[config.mk]
export PLATFORM = sky130hd
export DESIGN_NAME = z_order_list_engine
export DESIGN_NICKNAME = d
export VERILOG_FILES = /design/src/hw/rtl/zol_pkg.sv /design/src/hw/rtl/zol_cell.sv /design/src/hw/rtl/z_order_list_engine.sv
export SDC_FILE = /design/constraint.sdc
export NUM_CORES = 1
export LEC_CHECK = 0
export BUFFER_PORTS_ARGS = -buffer_cell sky130_fd_sc_hd__buf_2
export CORE_MARGIN = 1
export CORE_UTILIZATION = 30
export DETAILED_ROUTE_END_ITERATION = 6
export GPL_TIMING_DRIVEN = 0
export HOLD_SLACK_MARGIN = 0.08
export PLACE_DENSITY = 0.54
export SYNTH_ARGS = -nofsm -noshare
export SYNTH_HDL_FRONTEND = slang
export SYNTH_SLANG_ARGS = --single-unit
[constraint.sdc]
create_clock -name aclk -period 6.5 [get_ports aclk]
set_input_delay 1.3 -clock aclk [delete_from_list [all_inputs] [get_ports aclk]]
set_output_delay 1.3 -clock aclk [all_outputs]
set_load 0.01 [all_outputs]
[src/hw/rtl/zol_pkg.sv]
`timescale 1ns / 1ps

package zol_pkg;

    localparam logic [1:0] OP_RAISE = 2'd0;
    localparam logic [1:0] OP_LOWER = 2'd1;
    localparam logic [1:0] OP_ERASE = 2'd2;
    localparam logic [1:0] OP_QUERY = 2'd3;

    localparam int OPCODE_BITS  = 2;
    localparam int KEY_FIELD    = 16;
    localparam int POS_FIELD    = 4;
    localparam int OCC_FIELD    = 5;
    localparam int S_TDATA_BITS = 24;
    localparam int M_TDATA_BITS = 16;

    typedef struct packed {
        logic       commit;
        logic [1:0] op;
        logic       hit;
        logic       ovf;
    } zol_ctrl_t;

endpackage

[src/hw/rtl/zol_cell.sv]
`timescale 1ns / 1ps

module zol_cell #(
    parameter int KEY_BITS = 16,
    parameter int CW       = 5,
    parameter int IDX      = 0
) (
    input  logic                aclk,
    input  zol_pkg::zol_ctrl_t  ctrl,
    input  logic [CW-1:0]       count,
    input  logic [KEY_BITS-1:0] key,
    input  logic [KEY_BITS-1:0] upper_key,
    input  logic [KEY_BITS-1:0] lower_key,
    input  logic                ge_in,
    output logic                ge_out,
    output logic                match,
    output logic [KEY_BITS-1:0] entry_key
);
    import zol_pkg::*;

    logic [KEY_BITS-1:0] entry_reg;
    logic [KEY_BITS-1:0] entry_next;
    logic                valid;
    logic                is_last;
    logic                is_end;

    assign valid     = CW'(IDX) < count;
    assign is_last   = CW'(IDX + 1) == count;
    assign is_end    = CW'(IDX) == count;
    assign match     = valid && (entry_reg == key);
    assign ge_out    = ge_in | match;
    assign entry_key = entry_reg;

    always_comb begin
        entry_next = entry_reg;
        unique case (ctrl.op)
            OP_RAISE: begin
                if (!ctrl.ovf) begin
                    if (ctrl.hit) begin
                        if (ge_out) begin
                            entry_next = is_last ? key : upper_key;
                        end
                    end else if (is_end) begin
                        entry_next = key;
                    end
                end
            end
            OP_LOWER: begin
                if (!ctrl.ovf && !ge_in) begin
                    entry_next = lower_key;
                end
            end
            OP_ERASE: begin
                if (ctrl.hit && ge_out) begin
                    entry_next = upper_key;
                end
            end
            default: begin
                entry_next = entry_reg;
            end
        endcase
    end

    always_ff @(posedge aclk) begin
        if (ctrl.commit) begin
            entry_reg <= entry_next;
        end
    end

endmodule

[src/hw/rtl/z_order_list_engine.sv]
`timescale 1ns / 1ps

// Move-to-front key list of up to DEPTH distinct keys held in a chain of cells,
// position 0 at the bottom. A beat first has its opcode and key registered;
// then, in the commit cycle, every cell compares the key in parallel, the hit
// ripples up the chain, each cell loads from itself or a neighbor and the result
// lands in the output register. A new beat is taken only after the last one has
// committed; a held result stalls the commit cycle. A raise or lower of an
// absent key into a full list is refused with overflow set.
module z_order_list_engine #(
    parameter int DEPTH    = 16,
    parameter int KEY_BITS = 16
) (
    input  logic                                 aclk,
    input  logic                                 aresetn,
    input  logic                                 s_tvalid,
    output logic                                 s_tready,
    // [1:0] opcode, [17:2] key, [23:18] zero
    input  logic [zol_pkg::S_TDATA_BITS-1:0]     s_tdata,
    output logic                                 m_tvalid,
    input  logic                                 m_tready,
    // [0] found, [4:1] position, [5] overflow, [10:6] occupancy, [15:11] zero
    output logic [zol_pkg::M_TDATA_BITS-1:0]     m_tdata
);
    import zol_pkg::*;

    localparam int IW = (DEPTH > 1) ? $clog2(DEPTH) : 1;
    localparam int CW = $clog2(DEPTH + 1);
    localparam int PW = (IW > POS_FIELD) ? IW : POS_FIELD;
    localparam int OW = (CW > OCC_FIELD) ? CW : OCC_FIELD;

    logic                busy_reg;
    logic [1:0]          op_reg;
    logic [KEY_BITS-1:0] key_reg;
    logic [CW-1:0]       count_reg;
    logic [CW-1:0]       count_next;
    logic                m_valid_reg;
    logic [M_TDATA_BITS-1:0] m_data_reg;
    logic [M_TDATA_BITS-1:0] m_data_next;

    logic [DEPTH-1:0]    match;
    logic [DEPTH:0]      ge;
    logic [KEY_BITS-1:0] entries [DEPTH];
    logic [IW-1:0]       hit_idx;
    logic [PW-1:0]       pos_ext;
    logic [OW-1:0]       occ_ext;
    logic                hit;
    logic                full;
    logic                commit;
    zol_ctrl_t           ctrl;

    assign s_tready = !busy_reg;
    assign m_tvalid = m_valid_reg;
    assign m_tdata  = m_data_reg;
    assign commit   = busy_reg && (!m_valid_reg || m_tready);
    assign hit      = ge[DEPTH];
    assign full     = count_reg == CW'(DEPTH);

    assign ctrl.commit = commit;
    assign ctrl.op     = op_reg;
    assign ctrl.hit    = hit;
    assign ctrl.ovf    = !hit && full && (op_reg == OP_RAISE || op_reg == OP_LOWER);

    assign ge[0] = 1'b0;

    for (genvar i = 0; i < DEPTH; i++) begin : g_cell
        zol_cell #(
            .KEY_BITS (KEY_BITS),
            .CW       (CW),
            .IDX      (i)
        ) u_cell (
            .aclk      (aclk),
            .ctrl      (ctrl),
            .count     (count_reg),
            .key       (key_reg),
            .upper_key ((i == DEPTH - 1) ? key_reg : entries[(i + 1) % DEPTH]),
            .lower_key ((i == 0) ? key_reg : entries[(i + DEPTH - 1) % DEPTH]),
            .ge_in     (ge[i]),
            .ge_out    (ge[i+1]),
            .match     (match[i]),
            .entry_key (entries[i])
        );
    end

    always_comb begin
        hit_idx = '0;
        for (int i = 0; i < DEPTH; i++) begin
            hit_idx = hit_idx | ({IW{match[i]}} & IW'(i));
        end
    end

    always_comb begin
        count_next = count_reg;
        unique case (op_reg)
            OP_RAISE, OP_LOWER: begin
                if (!hit && !full) begin
                    count_next = count_reg + CW'(1);
                end
            end
            OP_ERASE: begin
                if (hit) begin
                    count_next = count_reg - CW'(1);
                end
            end
            default: begin
                count_next = count_reg;
            end
        endcase
    end

    assign pos_ext = hit ? PW'(hit_idx) : '0;
    assign occ_ext = OW'(count_next);

    always_comb begin
        m_data_next         = '0;
        m_data_next[0]      = hit;
        m_data_next[4:1]    = pos_ext[POS_FIELD-1:0];
        m_data_next[5]      = ctrl.ovf;
        m_data_next[10:6]   = occ_ext[OCC_FIELD-1:0];
    end

    always_ff @(posedge aclk) begin
        if (!aresetn) begin
            busy_reg    <= 1'b0;
            count_reg   <= '0;
            m_valid_reg <= 1'b0;
        end else begin
            if (s_tvalid && s_tready) begin
                busy_reg <= 1'b1;
            end else if (commit) begin
                busy_reg <= 1'b0;
            end
            if (commit) begin
                count_reg   <= count_next;
                m_valid_reg <= 1'b1;
            end else if (m_tready) begin
                m_valid_reg <= 1'b0;
            end
        end
    end

    always_ff @(posedge aclk) begin
        if (s_tvalid && s_tready) begin
            op_reg  <= s_tdata[OPCODE_BITS-1:0];
            key_reg <= KEY_BITS'(s_tdata[OPCODE_BITS+KEY_FIELD-1:OPCODE_BITS]);
        end
        if (commit) begin
            m_data_reg <= m_data_next;
        end
    end

    a_count_bound: assert property (@(posedge aclk) disable iff (!aresetn)
        count_reg <= CW'(DEPTH))
        else $error("occupancy above depth");

    a_one_hit: assert property (@(posedge aclk) disable iff (!aresetn)
        busy_reg |-> $onehot0(match))
        else $error("key held in more than one cell");

    a_ovf_not_found: assert property (@(posedge aclk) disable iff (!aresetn)
        commit && ctrl.ovf |=> m_tvalid && !m_tdata[0] && $stable(count_reg))
        else $error("refused beat changed the list");

    a_commit_frees: assert property (@(posedge aclk) disable iff (!aresetn)
        commit |=> !busy_reg && m_tvalid)
        else $error("commit did not produce a result");

endmodule

==> summary.md, run 1 <==
| Metric | Value |
|---|---|
| Fin area | 25700 µm² |
| Final setup fails | 0 |
| Post-CTS Setup Inserts | 0 |
| Clock skew | 0.0460 ns |
| Most area-consuming cells after synthesis | edfxtp_1 (37%), a22o_1 (9.3%), o31ai_2 (6.6%) |
| Crit Path Class | reg2reg |
| WL per Instance | 31.6 µm |
| Routed vias | 22800 |
| Max reg flops | 256 |
| Util after Layout | 0.343 |
| Post-synth EDFFs | 285 |
| Latest clock arrival within the worst-skew pair | 0.60 ns |
| WP buf/inv | 5 |
| Num CTS Buffers | 39 |
| Syn_area_per_cell | 9.57 µm² |
| Cell variety after synth | 74 |
| Leak Pwr | 8.97 nW |
| R2R setup slack | 0.63 ns |
| CP Max Fanout | 16 |
| Inst Count DP | 3409 |
| Power density over the cells | 227 nW/µm² |
| Share of the yosys chip area belonging to registers | 0.380 |
| CP Capture Type | flip-flop |
| Detail Placement HPWL | 78100 µm |
| Clk slew on worst S/H paths | 0.05 ns |
| RSZ-0062 raised after global routing | no |
| Setup TNS | 0 ns |
| Fin cells | 3477 |
| Largest net degree at the start of global routing | 17 |
| Req. time, crit path | 6.68 ns |
| Post-synth top area cell | edfxtp_1 |
| PortBufs | 34 |
| Nets | 2518 |
| Cell count after synthesis | 2393 |
| Synthesized area | 22900 µm² |
| Placeable core area | 74900 µm² |
| Max cap viols | 0 |
| Failing checks | DRC |
| Post-Place Worst Slack | 0.878 ns |
| Worst-path cell chain | clkbuf_1 -> inv_1 -> ha_1 -> o21ai_0 -> nand4b_1 -> o22ai_1 -> nand3b_1 -> nor4bb_2 -> buf_6 -> buf_6 -> buf_2 -> a31oi_1 -> o21ai_0 -> nor2_2 |
| CP top delay family | compound AO/OA/AOI/OAI gates |
| Crit-path max cell delay | 0.79 ns |
| Clock buffer depth | 3 |
| Share of the synthesized area in the top cell type | 0.374 |
| Top-Level Pins | 46 |
| Initial DRC Count | 3608 |
| Outcome | finished, violations left |
| DRC | 5 |
| Ys Warns | 0 |
| Crit path time final | 5.87 ns |
| Share of cells above drive strength 1 | 0.156 |
| GPL Wtd Cong | 1.00 |
| Post-CTS sizing | 0 |
| Post-route ant nets | 0 |
| Die width | 278 µm |
| Max_slew headroom | 0.215 |
| Die H | 278 µm |
| Slew @ Worst Pin | 1.17 ns |
| CTS Hold Bufs | 0 |
| Hold WC Path Type | reg2reg |
| Top_reg_cell synth | edfxtp_1 |
| Antenna violations before repair | 3 |
| #FFs+latches synth | 292 |
| # clock sinks | 292 |
| Gr ovfl total | 0 |
| TritonCTS clock tree | built |
| Commonest cells post-synth | edfxtp_1 (285), nand2_1 (277), nor2_1 (257) |
| Final wirelength | 110000 µm |
| Global-route wire length before repair | 155000 µm |
| Placed Area | 24500 µm² |
| Tot Pwr | 5.82 mW |
| Total die area | 77400 µm² |
| Crit path arrival time | 6.05 ns |
| Setup ws final | 0.634 ns |
| Slew Viols, Final | 0 |
| DR pass1 iterations | 7 |
| Area growth from synthesis to layout | 12.1% |
| Row count | 100 |
| Critical path launch point type | flip-flop |
| Most frequent cell after synthesis | edfxtp_1 |
| Fin Hold WS | 0.528 ns |
| VDD IR max | 0.166 mV |
| GRT Util Overall | 0.274 |
| Diode count | 0 |
| Fillers | 7596 |
| Initial Util | 0.306 |
| H-tree Lvls | 2 |
| Root Buffer Master | clkbuf_16 |
| Achievable Freq | 170 MHz |
| Mean number of vias per cell | 6.56 |
| Final Cycle Share | 0.902 |
| Post-synth ARST share | 0 |
| Slowest CP cell | nor2_2 |
| Endpoints failing hold | 0 |
| Vias in the first global route | 21300 |
report_power, final:
group	total, mW	internal (mW)	switching, mW
logic	1.25	0.449	0.804
clock network	2.13	1.21	0.919
registers	2.44	2.23	0.208
total	5.82	3.89	1.93
cell type report:
type	instances	area [µm²]	area share
timing repair buffer	43	272	0.0106
multi-input combinational	1851	12900	0.501
tap	969	1210	0.0472
sequential	292	8700	0.339
clock inverter	13	101	0.00395
inverter	11	46.3	0.00180
clock buffer	55	1100	0.0427
buffer	243	1400	0.0543
metal layers:
metal | wire [µm] | GRT usage | share of wire | up-vias
met5 | 0 | 0 | 0 | -
met4 | 6690 | 0.151 | 0.061 | 0
met3 | 12400 | 0.0502 | 0.11 | 358
met2 | 46900 | 0.411 | 0.43 | 1749
met1 | 44000 | 0.370 | 0.40 | 11300
li1 | - | - | - | 9369
cells by family (layout without fill, tap and decap cells):
| kind of cell | after synthesis | after routing | synth area share |
|---|---|---|---|
| simple gates | 790 | 790 | 0.163 |
| compound gates | 774 | 774 | 0.281 |
| flops | 292 | 292 | 0.380 |
| xor+xnor | 256 | 256 | 0.0979 |
| buf+inv | 254 | 365 | 0.0629 |
| mux | 17 | 17 | 0.0102 |
| fa+ha+maj | 9 | 9 | 0.00492 |
| other cells | 1 | 5 | 0.000164 |
layout by cell type (no fill, tap or decap), types with 5 or more instances in the layout:
| master | Yosys | final |
|---|---|---|
| o31ai_1 | 105 | 105 |
| o22ai_1 | 228 | 228 |
| ha_1 | 9 | 9 |
| a221o_1 | 16 | 16 |
| xnor2_1 | 86 | 86 |
| nor2_1 | 257 | 253 |
| nor4_1 | 52 | 52 |
| o21ai_0 | 10 | 10 |
| nand2_4 | 10 | 10 |
| xor2_1 | 170 | 170 |
| a31oi_1 | 7 | 7 |
| buf_6 | 36 | 39 |
| buf_8 | 2 | 5 |
| inv_1 | 10 | 10 |
| mux2_4 | 12 | 12 |
| and3_1 | 22 | 22 |
| conb_1 | 1 | 5 |
| nand2b_1 | 13 | 13 |
| buf_4 | 26 | 29 |
| nand3b_1 | 6 | 6 |
| clkbuf_1 | 125 | 136 |
| nand4_1 | 26 | 26 |
| buf_2 | 48 | 82 |
| nor3_1 | 26 | 25 |
| nand4b_1 | 6 | 6 |
| nor4b_1 | 13 | 13 |
| or3_1 | 6 | 6 |
| a21oi_1 | 15 | 12 |
| or4_1 | 11 | 11 |
| edfxtp_1 | 285 | 285 |
| o31ai_2 | 120 | 120 |
| a22o_1 | 242 | 242 |
| nand2_1 | 277 | 277 |
| clkbuf_16 | 0 | 40 |
| clkinv_1 | 0 | 5 |
| dfxtp_1 | 7 | 7 |
| nand3_1 | 34 | 34 |
final timing paths:
path / start / end / cells after the start
worst max-delay path: count_reg[1] / g_cell[1].u_cell.entry_key[13] / 14
worst min-delay path: busy_reg / m_tvalid / 2
worst max register to register: count_reg[1] / g_cell[1].u_cell.entry_key[13] / 14
worst min register to register: busy_reg / m_tvalid / 2
tightest hold or removal path: cells and delay by family (launching register included):
kind,cells,cell delay (ns)
compound gates,1,0.06
buf+inv,1,0.07
flops,1,0.34
No activity file was read; power rests on OpenSTA's default activity.
==> run 2: changes to the inputs <==
Settings changed: BUFFER_PORTS_ARGS -buffer_cell sky130_fd_sc_hd__buf_2 to default, DONT_BUFFER_PORTS from default to 1, GPL_TIMING_DRIVEN 0 to 1, PLACE_DENSITY 0.54 to default, PLACE_DENSITY_LB_ADDON from default to 0.08.
==> summary.md, run 2 (synthesis results as in run 1) <==
| Metric | Value |
|---|---|
| Outcome | finished clean (was finished, violations left) |
| Placeable core area | 74900 µm² (unchanged) |
| CTS Hold Bufs | 0 (unchanged) |
| Mean number of vias per cell | 6.27 (was 6.56) |
| Critical path launch point type | flip-flop (unchanged) |
| CP Max Fanout | 38 (was 16) |
| WL per Instance | 30.0 µm (was 31.6 µm) |
| Slew Viols, Final | 0 (unchanged) |
| Worst-path cell chain | buf_4 -> nor3_1 -> nand2_1 -> nand2_1 -> o22ai_1 -> nand3b_1 -> nor4bb_4 -> buf_4 -> inv_6 -> nor3b_4 -> a21oi_4 -> a221o_1 (was clkbuf_1 -> inv_1 -> ha_1 -> o21ai_0 -> nand4b_1 -> o22ai_1 -> nand3b_1 -> nor4bb_2 -> buf_6 -> buf_6 -> buf_2 -> a31oi_1 -> o21ai_0 -> nor2_2) |
| DRC | 0 (was 5) |
| Slowest CP cell | nor3_1 (was nor2_2) |
| Commonest non-fill, non-tap cells in the layout | edfxtp_1 (285), nand2_1 (277), nor2_1 (257) (was edfxtp_1 (285), nand2_1 (277), nor2_1 (253)) |
| Largest net degree at the start of global routing | 175 (was 17) |
| Final Cycle Share | 0.836 (was 0.902) |
| Die H | 278 µm (unchanged) |
| Top-Level Pins | 46 (unchanged) |
| R2R depth | 12 (was 14) |
| Post-CTS sizing | 0 (unchanged) |
| Global-route wire length before repair | 143000 µm (was 155000 µm) |
| Final wirelength | 98100 µm (was 110000 µm) |
| Max cap viols | 0 (unchanged) |
| Endpoints failing hold | 0 (unchanged) |
| Leak Pwr | 8.48 nW (was 8.97 nW) |
| Crit Path Class | reg2reg (unchanged) |
| Min-Delay Startpoint | m_tvalid (was busy_reg) |
| Hold WC Path Type | reg2reg (unchanged) |
| Final setup fails | 0 (unchanged) |
| Initial DRC Count | 2356 (was 3608) |
| Total die area | 77400 µm² (unchanged) |
| Fin Hold WS | 0.584 ns (was 0.528 ns) |
| Req. time, crit path | 6.85 ns (was 6.68 ns) |
| DR pass1 iterations | 6 (was 7) |
| Latest clock arrival within the worst-skew pair | 0.60 ns (about the same) |
| Clock buffer depth | 3 (unchanged) |
| GRT Util Overall | 0.247 (was 0.274) |
| Crit path time final | 5.44 ns (was 5.87 ns) |
| CP Capture Type | flip-flop (unchanged) |
| Routed vias | 20500 (was 22800) |
| Clock skew | 0.0370 ns (was 0.0460 ns) |
| VDD IR max | 0.156 mV (was 0.166 mV) |
| PortBufs | 0 (was 34) |
| H-tree Lvls | 2 (unchanged) |
| Most common cell after layout, fill and taps aside | edfxtp_1 (unchanged) |
| # clock sinks | 292 (unchanged) |
| Slew @ Worst Pin | 1.22 ns (was 1.17 ns) |
| R2R Path Start | count_reg[0] (was count_reg[1]) |
| Die width | 278 µm (unchanged) |
| Vias in the first global route | 19600 (was 21300) |
| Initial Util | 0.306 (unchanged) |
| TritonCTS clock tree | built (unchanged) |
| Antenna violations before repair | 4 (was 3) |
| Max_slew headroom | 0.176 (was 0.215) |
| RSZ-0062 raised after global routing | no (unchanged) |
| Detail Placement HPWL | 63500 µm (was 78100 µm) |
| Max reg flops | 256 (unchanged) |
| Gr ovfl total | 0 (unchanged) |
| Hold path cells | 2 (unchanged) |
| Area growth from synthesis to layout | 7.96% (was 12.1%) |
| Root Buffer Master | clkbuf_16 (unchanged) |
| Clk slew on worst S/H paths | 0.06 ns (was 0.05 ns) |
| Critical Path Source | count_reg[0] (was count_reg[1]) |
| Crit path arrival time | 5.78 ns (was 6.05 ns) |
| Power density over the cells | 232 nW/µm² (was 227 nW/µm²) |
| Post-route ant nets | 0 (unchanged) |
| Nets | 2302 (was 2518) |
| Achievable Freq | 184 MHz (was 170 MHz) |
| Setup TNS | 0 ns (unchanged) |
| GPL Wtd Cong | 0.877 (was 1.00) |
| Crit-path max cell delay | 0.95 ns (was 0.79 ns) |
| Num CTS Buffers | 40 (was 39) |
| Row count | 100 (unchanged) |
| Share of cells above drive strength 1 | 0.132 (was 0.156) |
| Post-CTS Setup Inserts | 0 (unchanged) |
run 2: worst paths after layout:
kind	end	slack (ns)
worst min register to register	m_tvalid	0.58
worst min-delay path	m_tvalid	0.58
worst max register to register	g_cell[15].u_cell.entry_key[0]	1.06
worst max-delay path	g_cell[15].u_cell.entry_key[0]	1.06
run 2: layer usage:
layer,vias up,routed length [µm],GRT usage
met5,-,0,0
met4,0,2650,0.0717
met3,150,6140,0.0307
met2,853,43700,0.378
met1,10500,45600,0.361
li1,8936,-,-
run 2: power by group:
part	internal [mW]	total [mW]	switching (mW)	leakage, nW
registers	2.23	2.45	0.213	2.71
clock network	1.23	2.18	0.955	0.603
logic	0.425	1.09	0.670	5.16
total	3.89	5.72	1.84	8.48
run 2: layout make-up:
cell class	count	area (µm²)
fill	7622	50200
multi-input combinational	1851	12900
sequential	292	8700
tap	969	1210
clock buffer	52	1060
timing repair buffer	69	656
clock inverter	20	179
inverter	11	46.3
antenna	2	5.00
run 2: stage by stage:
| stage | total power, mW | cell area (µm²) | instances | util | setup WS [ns] |
|---|---|---|---|---|---|
| finish | 5.72 | 24700 | 3266 | 0.330 | 1.06 |
| global route | 5.94 | 24700 | 3264 | 0.330 | 0.976 |
| CTS | 5.77 | 24700 | 3264 | 0.330 | 1.31 |
| detailed placement | 3.56 | 23500 | 3192 | 0.313 | 1.32 |
| global placement | 3.54 | 23500 | 3192 | 0.313 | 1.31 |
| floorplan | 3.19 | 22900 | 2397 | - | 2.18 |
run 2: worst max-delay path: cells and delay by family, from the launching register on:
kind                   cells  cell delay [ns]
DFF                        1             0.29
and+or+nand+nor            6             3.00
buffers and inverters      3             1.01
AOI/OAI and AO/OA          3             0.85
